<file path="src/rtl/core/hwas_pkg.sv">
// ----------------------------------------------------------------------------
// hwas_pkg
// Shared widths, request codes, sequencer states and the command bundle of
// the additive wavetable synthesizer.
// ----------------------------------------------------------------------------
package hwas_pkg;

  // Field widths of the request, result and configuration ports
  localparam int FUNC_W  = 2;
  localparam int TADDR_W = 10;
  localparam int SAMP_W  = 16;
  localparam int HNUM_W  = 3;
  localparam int GAIN_W  = 16;
  localparam int STEP_W  = 26;

  // Phase fraction bits and width of the biased average quotient
  localparam int FRAC_W  = 16;
  localparam int QUO_W   = 17;

  // Default sizes
  localparam int DEF_HARMONICS   = 8;
  localparam int DEF_TABLE_DEPTH = 1024;

  // Request codes
  localparam logic [FUNC_W-1:0] FUNC_SAMPLE = 2'd0;
  localparam logic [FUNC_W-1:0] FUNC_TABLE  = 2'd1;
  localparam logic [FUNC_W-1:0] FUNC_GAIN   = 2'd2;

  // Sequencer states
  typedef enum logic [2:0] {
    ST_IDLE,
    ST_READ,
    ST_MUL,
    ST_GAIN,
    ST_ACC,
    ST_DIVI,
    ST_DIV,
    ST_OUT
  } state_t;

  // Commands from the sequencer to the datapath
  typedef struct packed {
    logic wr_table;
    logic wr_gain;
    logic start;
    logic read;
    logic mul;
    logic gain;
    logic acc;
    logic div_init;
    logic div_step;
    logic load_out;
  } cmd_t;

endpackage

</file>
<file path="src/rtl/core/hwas_ctrl.sv">
// ----------------------------------------------------------------------------
// hwas_ctrl
// Sequencer: takes requests, steps the datapath through every harmonic and
// the averaging divider, and owns the result valid flag.
// ----------------------------------------------------------------------------
module hwas_ctrl #(
  parameter int HARMONICS = hwas_pkg::DEF_HARMONICS
) (
  input  logic                        clk,
  input  logic                        rst_n,
  input  logic                        in_valid,
  output logic                        in_stall,
  input  logic [hwas_pkg::FUNC_W-1:0] in_func,
  output logic                        out_valid,
  input  logic                        out_stall,
  output hwas_pkg::cmd_t              cmd
);

  localparam int KW = (HARMONICS > 1) ? $clog2(HARMONICS) : 1;

  hwas_pkg::state_t state_r, state_nxt;
  logic [KW-1:0]    k_r, k_nxt;
  logic             out_valid_r, out_valid_nxt;

  // State, counters and result flag
  always_ff @(posedge clk) begin
    if (!rst_n) begin
      state_r     <= hwas_pkg::ST_IDLE;
      k_r         <= '0;
      out_valid_r <= 1'b0;
    end else begin
      state_r     <= state_nxt;
      k_r         <= k_nxt;
      out_valid_r <= out_valid_nxt;
    end
  end

  // Next state and commands
  always_comb begin
    state_nxt     = state_r;
    k_nxt         = k_r;
    out_valid_nxt = out_valid_r && out_stall;
    cmd           = '0;
    in_stall      = 1'b1;
    unique case (state_r)
      hwas_pkg::ST_IDLE: begin
        in_stall = 1'b0;
        if (in_valid) begin
          unique case (in_func)
            hwas_pkg::FUNC_SAMPLE: begin
              cmd.start = 1'b1;
              k_nxt     = '0;
              state_nxt = hwas_pkg::ST_READ;
            end
            hwas_pkg::FUNC_TABLE: cmd.wr_table = 1'b1;
            hwas_pkg::FUNC_GAIN:  cmd.wr_gain  = 1'b1;
            default: ;
          endcase
        end
      end
      hwas_pkg::ST_READ: begin
        cmd.read  = 1'b1;
        state_nxt = hwas_pkg::ST_MUL;
      end
      hwas_pkg::ST_MUL: begin
        cmd.mul   = 1'b1;
        state_nxt = hwas_pkg::ST_GAIN;
      end
      hwas_pkg::ST_GAIN: begin
        cmd.gain  = 1'b1;
        state_nxt = hwas_pkg::ST_ACC;
      end
      hwas_pkg::ST_ACC: begin
        // accumulate and rotate to the next harmonic
        cmd.acc = 1'b1;
        if (k_r == KW'(HARMONICS - 1)) begin
          state_nxt = hwas_pkg::ST_DIVI;
        end else begin
          k_nxt     = k_r + KW'(1);
          state_nxt = hwas_pkg::ST_READ;
        end
      end
      hwas_pkg::ST_DIVI: begin
        cmd.div_init = 1'b1;
        state_nxt    = hwas_pkg::ST_DIV;
      end
      hwas_pkg::ST_DIV: begin
        // scale by the reciprocal of the harmonic count
        cmd.div_step = 1'b1;
        state_nxt    = hwas_pkg::ST_OUT;
      end
      hwas_pkg::ST_OUT: begin
        // hold until the result register is free
        if (!out_valid_r || !out_stall) begin
          cmd.load_out  = 1'b1;
          out_valid_nxt = 1'b1;
          state_nxt     = hwas_pkg::ST_IDLE;
        end
      end
      default: state_nxt = hwas_pkg::ST_IDLE;
    endcase
  end

  assign out_valid = out_valid_r;

endmodule

</file>
<file path="config.mk">
export PLATFORM = sky130hd
export DESIGN_NAME = hwas_ctrl
export DESIGN_NICKNAME = d
export VERILOG_FILES = /design/src/rtl/core/hwas_pkg.sv /design/src/rtl/core/hwas_ctrl.sv
export SDC_FILE = /design/constraint.sdc
export NUM_CORES = 1
export LEC_CHECK = 0
export ABC_AREA = 1
export ABC_CLOCK_PERIOD_IN_PS = 1590
export BUFFER_PORTS_ARGS = -buffer_cell sky130_fd_sc_hd__buf_2
export CORE_MARGIN = 2
export CORE_UTILIZATION = 31
export CTS_BUF_LIST = sky130_fd_sc_hd__clkbuf_8
export CTS_CLUSTER_SIZE = 16
export DETAILED_ROUTE_END_ITERATION = 8
export SETUP_SLACK_MARGIN = 0.15
export SKIP_LAST_GASP = 1
export SLEW_MARGIN = 20
export SYNTH_ARGS = -nofsm -noshare
export SYNTH_HDL_FRONTEND = slang
export SYNTH_SLANG_ARGS = --single-unit
</file>
<file path="constraint.sdc">
create_clock -name clk -period 1.59 [get_ports clk]
set_input_delay 0.159 -clock clk [delete_from_list [all_inputs] [get_ports clk]]
set_output_delay 0.159 -clock clk [all_outputs]
set_load 0.01 [all_outputs]
</file>
; Word level (Yosys, flattened, before mapping)
; Index checks and enable logic that the tools add are counted.
[totals]
register_bits = 7
inputBits = 6
out_inout_bits = 12
elab_cells = 52
[op_classes]
add_sub_neg = 1
eq_ne = 14
muxes = 25
reduce_logical = 9
[op_table]
columns = operator, n
row1 = two-way mux 3 bit, 9
row2 = one-hot mux 3 bit (8 select lines), 1
row3 = "== test 3 bit, second input constant", 5
row4 = two-way mux 1 bit, 14
row5 = "== test 3 x 2 -> 1 bit, second input constant", 2
row6 = "inequality test 2 bit, second input constant", 3
row7 = one-hot mux 3 bit (2 select lines), 1
row8 = AND reduction 4 bit, 1
row9 = "adder 3 x 1 -> 3 bit, second input constant", 1
row10 = "== test 3 x 1 -> 1 bit, second input constant", 1
row11 = zero test 3 bit, 1
row12 = AND reduction 3 bit, 1
row13 = "== test 2 x 1 -> 1 bit, second input constant", 1
row14 = "== test 2 bit, second input constant", 1
row15 = zero test 1 bit, 2
row16 = zero test 2 bit, 1
row17 = "inequality test 2 x 1 -> 1 bit, second input constant", 1
row18 = nonzero test 2 bit, 1
row19 = logical AND 1 bit, 1
row20 = logical OR 1 bit, 1

; Logic depth before layout (Yosys ltp)
[logic_depth]
ltp_word = 4
mapped_depth = 7
depth_no_buf = 7

; Least setup slack after synthesis
; OpenSTA, ideal clock, no wires.
[synth_path]
kind = register to register
from = reg k_r[0]
to = reg k_r[1]
setup_time_ps = 113
arrival_time_ps = 1078
required_ps = 1477
path_slack_ps = 400
stages_incl_launch_ff = 7
n_path_buf = 0
synth_period_minus_slack_ps = 1190
path_cell_list = dfxtp_1 > ha_1 > ha_1 > a21oi_1 > nand2_1 > nor2_1 > nor2_1
[synth_via]
elab_chain_len = 3
elab_cells_between_ends = 6
cone_classes = add/sub (1) / eq/ne (2) / mux (2) / reduce/logical (1)
[synth_rtl]
columns = element, line_no
row1 = start: declaration, hwas_ctrl.sv:22  ; logic [KW-1:0] k_r, k_nxt;
row2 = start signal: assignment, hwas_ctrl.sv:33  ; k_r <= k_nxt;
row3 = adder 3 x 1 -> 3 bit or == test 3 bit (tied branches), "hwas_ctrl.sv:79, hwas_ctrl.sv:76"
row4 = two-way mux 3 bit or inequality test 2 bit (tied branches), --
row5 = one-hot mux 3 bit (2 select lines) or AND reduction 4 bit (tied branches), --
; Several ways; a longest one is shown, not always the timed one. The select of a mux whose other input is x is not followed.
; A chain may end at the register's enable or synchronous reset.

==> run_results.csv <==
group,metric,value,unit
run_status,status,"completed",
setup_path,cp_slowest_cell,"dfxtp_2",
finish,n_antenna_cell,0,
grt,grt_overflow_total,0,
finish,drive_above_1_share,0.3021,
setup_path,crit_required,1.43,ns
clock_tree,cts_tree,"done",
finish,fin_nets,105,
min_path,hold_end,"out_valid$_SDFF_PN0_",
run,maxCapViolCount,0,
synth,yosysTopAreaCell,"dfxtp_1",
finish,multi_input_area,249.0,sq um
clock_tree,cts_resized,0,
min_path,hold_depth,3,
timing,finalSetupViolations,0,
timing,fmaxAchievable,771.8,MHz
place,port-buffer-count,17,
clock_tree,cts_root_buf,"clkbuf_8",
timing,final-hold-violation-count,0,
setup_path,crit_arrival,1.14,ns
timing,fin_crit_sh,0.8149,
setup_path,crit_path_max_incr_delay,0.34,ns
die,core_area,1350,sq um
timing,min_period,1.296,ns
detailed_routing,first_pass_iters,4,
setup_path,rr_worst_depth,6,
clock_tree,post_cts.repair.setup_buffers,0,
synth,synthTopCellsByArea,"dfxtp_1 30%, inv_1 12%, nor2_1 12%, nand2_1 11%, nand3_1 9.7%",
die,die_area,1823,sq um
power,ir_drop,0.5900,mV
synth,syn_area_per_cell,6.108,sq um
detailed_routing,ant_nets,0,
synth,syn-instance-count,76,
detailed_routing,vias,494,
clock_tree,clock_latency,0.23,ns
die,die_w,42.70,um
grt,grt_pass1_vias,410,
die,pin_count,18,
synth,syn_nets,84,
detailed_routing,dr.first_iter.drc_count,11,
setup_path,endpoint_kind,"output pin",
timing,fin_worst_skew,0.001520,ns
min_path,hp-start,"out_stall",
setup_path,crit_type,"flip-flop to output pin",
place,routabilityCongestion,0.7580,
place,dp_hpwl,772.1,um
synth,ys.warnings.count,0,
clock_tree,cts_inserted_buffers,3,
finish,final_common_cell,"buf_2",
setup_path,r2r-end,"k_r[1]$_SDFFE_PN0P_",
die,initial_utilization,0.3438,
synth,synth-seq-cells,7,
clock_tree,ctsHoldBuffers,0,
setup_path,path_cells,"inv_2 -> nand2_2 -> nor2_4 -> inv_1 -> nor3_1 -> buf_2",
grt,antenna_found_initial,0,
die,dieHeight,42.70,um
grt,grt_pass1_wl,1524,um
timing,relSlewSlack,0.8322,
finish,register_area,143.9,sq um
detailed_routing,routedWlPerCell,9.054,um
synth,ys_seq_area_frac,0.3019,
synth,yosysTopAreaCellShare,0.3019,
synth,synth_cell_type_count,15,
grt,grt_use_total,0.1136,
synth,syn-cell-area,464.2,sq um
detailed_routing,drt_wl_total,1005,um
finish,fin_util,0.4486,
timing,rsz0062_at_grt,"no",
grt,grt_max_degree,13,
timing,tns,0,ns
detailed_routing,drc_errors,0,
setup_path,r2r-start,"k_r[0]$_SDFFE_PN0P_",
power,leakagePower,0.0003721,uW
die,fp-row-count,13,
clock_tree,cts_buffer_depth,2,
clock_tree,cts_sinks,7,
finish,final_cell_mix,"17 x buf_2, 16 x inv_1, 15 x nor2_1",
setup_path,worstSetupStartpointType,"flip-flop",
power,pwr_density_cell,1089,nW/um^2
min_path,hp-class,"input port to flip-flop",
clock_tree,path_clk_slew,0.04,ns
timing,tightest_slew,0.2517,ns
finish,syn2layout_area_growth,30.46,%
clock_tree,htreeDepth,1,
timing,slew_violations,0,
timing,fin_hold_ws,0.2023,ns
detailed_routing,viasPerCell,4.450,
finish,n_fill_cell,142,
setup_path,regToRegSetupSlack,0.32,ns
setup_path,crit_fanout,5,
-- registers in the layout, summed over array words and instances (netlist names) --
signal,cells
k_r,3
out_valid,1
state_r,3
-- critical path, delay by kind of cell (launching register included) --
family / cells / cell delay, ns
flops: 1 / 0.34
simple gates: 3 / 0.28
buf+inv: 3 / 0.28
-- cell families (layout without fill, tap and decap cells) --
logic type                 Yosys count  in the layout  synth area share
buffers and inverters               18             38            0.1617
DFF                                  7              7            0.3019
adders and majority gates            2              2           0.05390
and+or+nand+nor                     44             44            0.4259
AOI/OAI and AO/OA                    5              5           0.05661
-- cells in the mapped netlist (all sizes together) --
master and instances:
nor3 2, nand3b 1, nand2 15, nor2 17
nand3 9, inv 17, buf 1, a21oi 4
dfxtp 7, ha 2, a31oi 1
-- cell type report --
cell class | count | share of cell area
multi-input combinational | 51 | 0.4112
timing repair buffer | 17 | 0.1405
inverter | 17 | 0.1054
tap | 15 | 0.03099
clock inverter | 1 | 0.006198
clock buffer | 3 | 0.06818
sequential | 7 | 0.2376
-- report_power, final --
| group | total [uW] | switching [uW] | internal (uW) | leakage, uW |
|---|---|---|---|---|
| Clock | 246 | 78.8 | 167 | 0.0000269 |
| Sequential | 221 | 22.2 | 199 | 0.0000583 |
| Combinational | 193 | 120 | 73.0 | 0.000287 |
| Total | 659 | 221 | 439 | 0.000372 |
-- per-layer routing --
metal	global-route usage	part of all wire
met1	0.1311	0.49
met2	0.1758	0.44
met3	0.02553	0.043
met4	0.09375	0.020
met5	0	0
-- how the worst max path moves through the flow --
| stage | start | to | slack [ns] | depth (start not counted) |
|---|---|---|---|---|
| 6_report | state_r[0]$_SDFFE_PN0P_ | cmd[8] | 0.29 | 6 |
| 4_1_cts | state_r[2]$_SDFFE_PN0P_ | cmd[0] | 0.19 | 3 |
| 5_1_grt | state_r[0]$_SDFFE_PN0P_ | cmd[0] | 0.16 | 5 |
| 2_1_floorplan | k_r[0]$_SDFFE_PN0P_ | k_r[1]$_SDFFE_PN0P_ | 0.40 | 6 |
| 3_5_place_dp | k_r[0]$_SDFFE_PN0P_ | k_r[1]$_SDFFE_PN0P_ | 0.33 | 6 |
| 3_3_place_gp | k_r[0]$_SDFFE_PN0P_ | k_r[1]$_SDFFE_PN0P_ | 0.36 | 6 |
-- through the flow --
step | setup WS [ns] | total power, uW | instance area [sq um] | std cells
final | 0.2943 | 659.4 | 605.6 | 111
after global routing | 0.1613 | 702.9 | 605.6 | 111
after CTS | 0.1935 | 664.4 | 601.8 | 111
after detailed placement | 0.3264 | 413.5 | 556.8 | 107
after global placement | 0.3611 | 410.5 | 556.8 | 107
after floorplan | 0.3996 | 358.7 | 464.2 | 76
(Power assumes the default switching activity.)
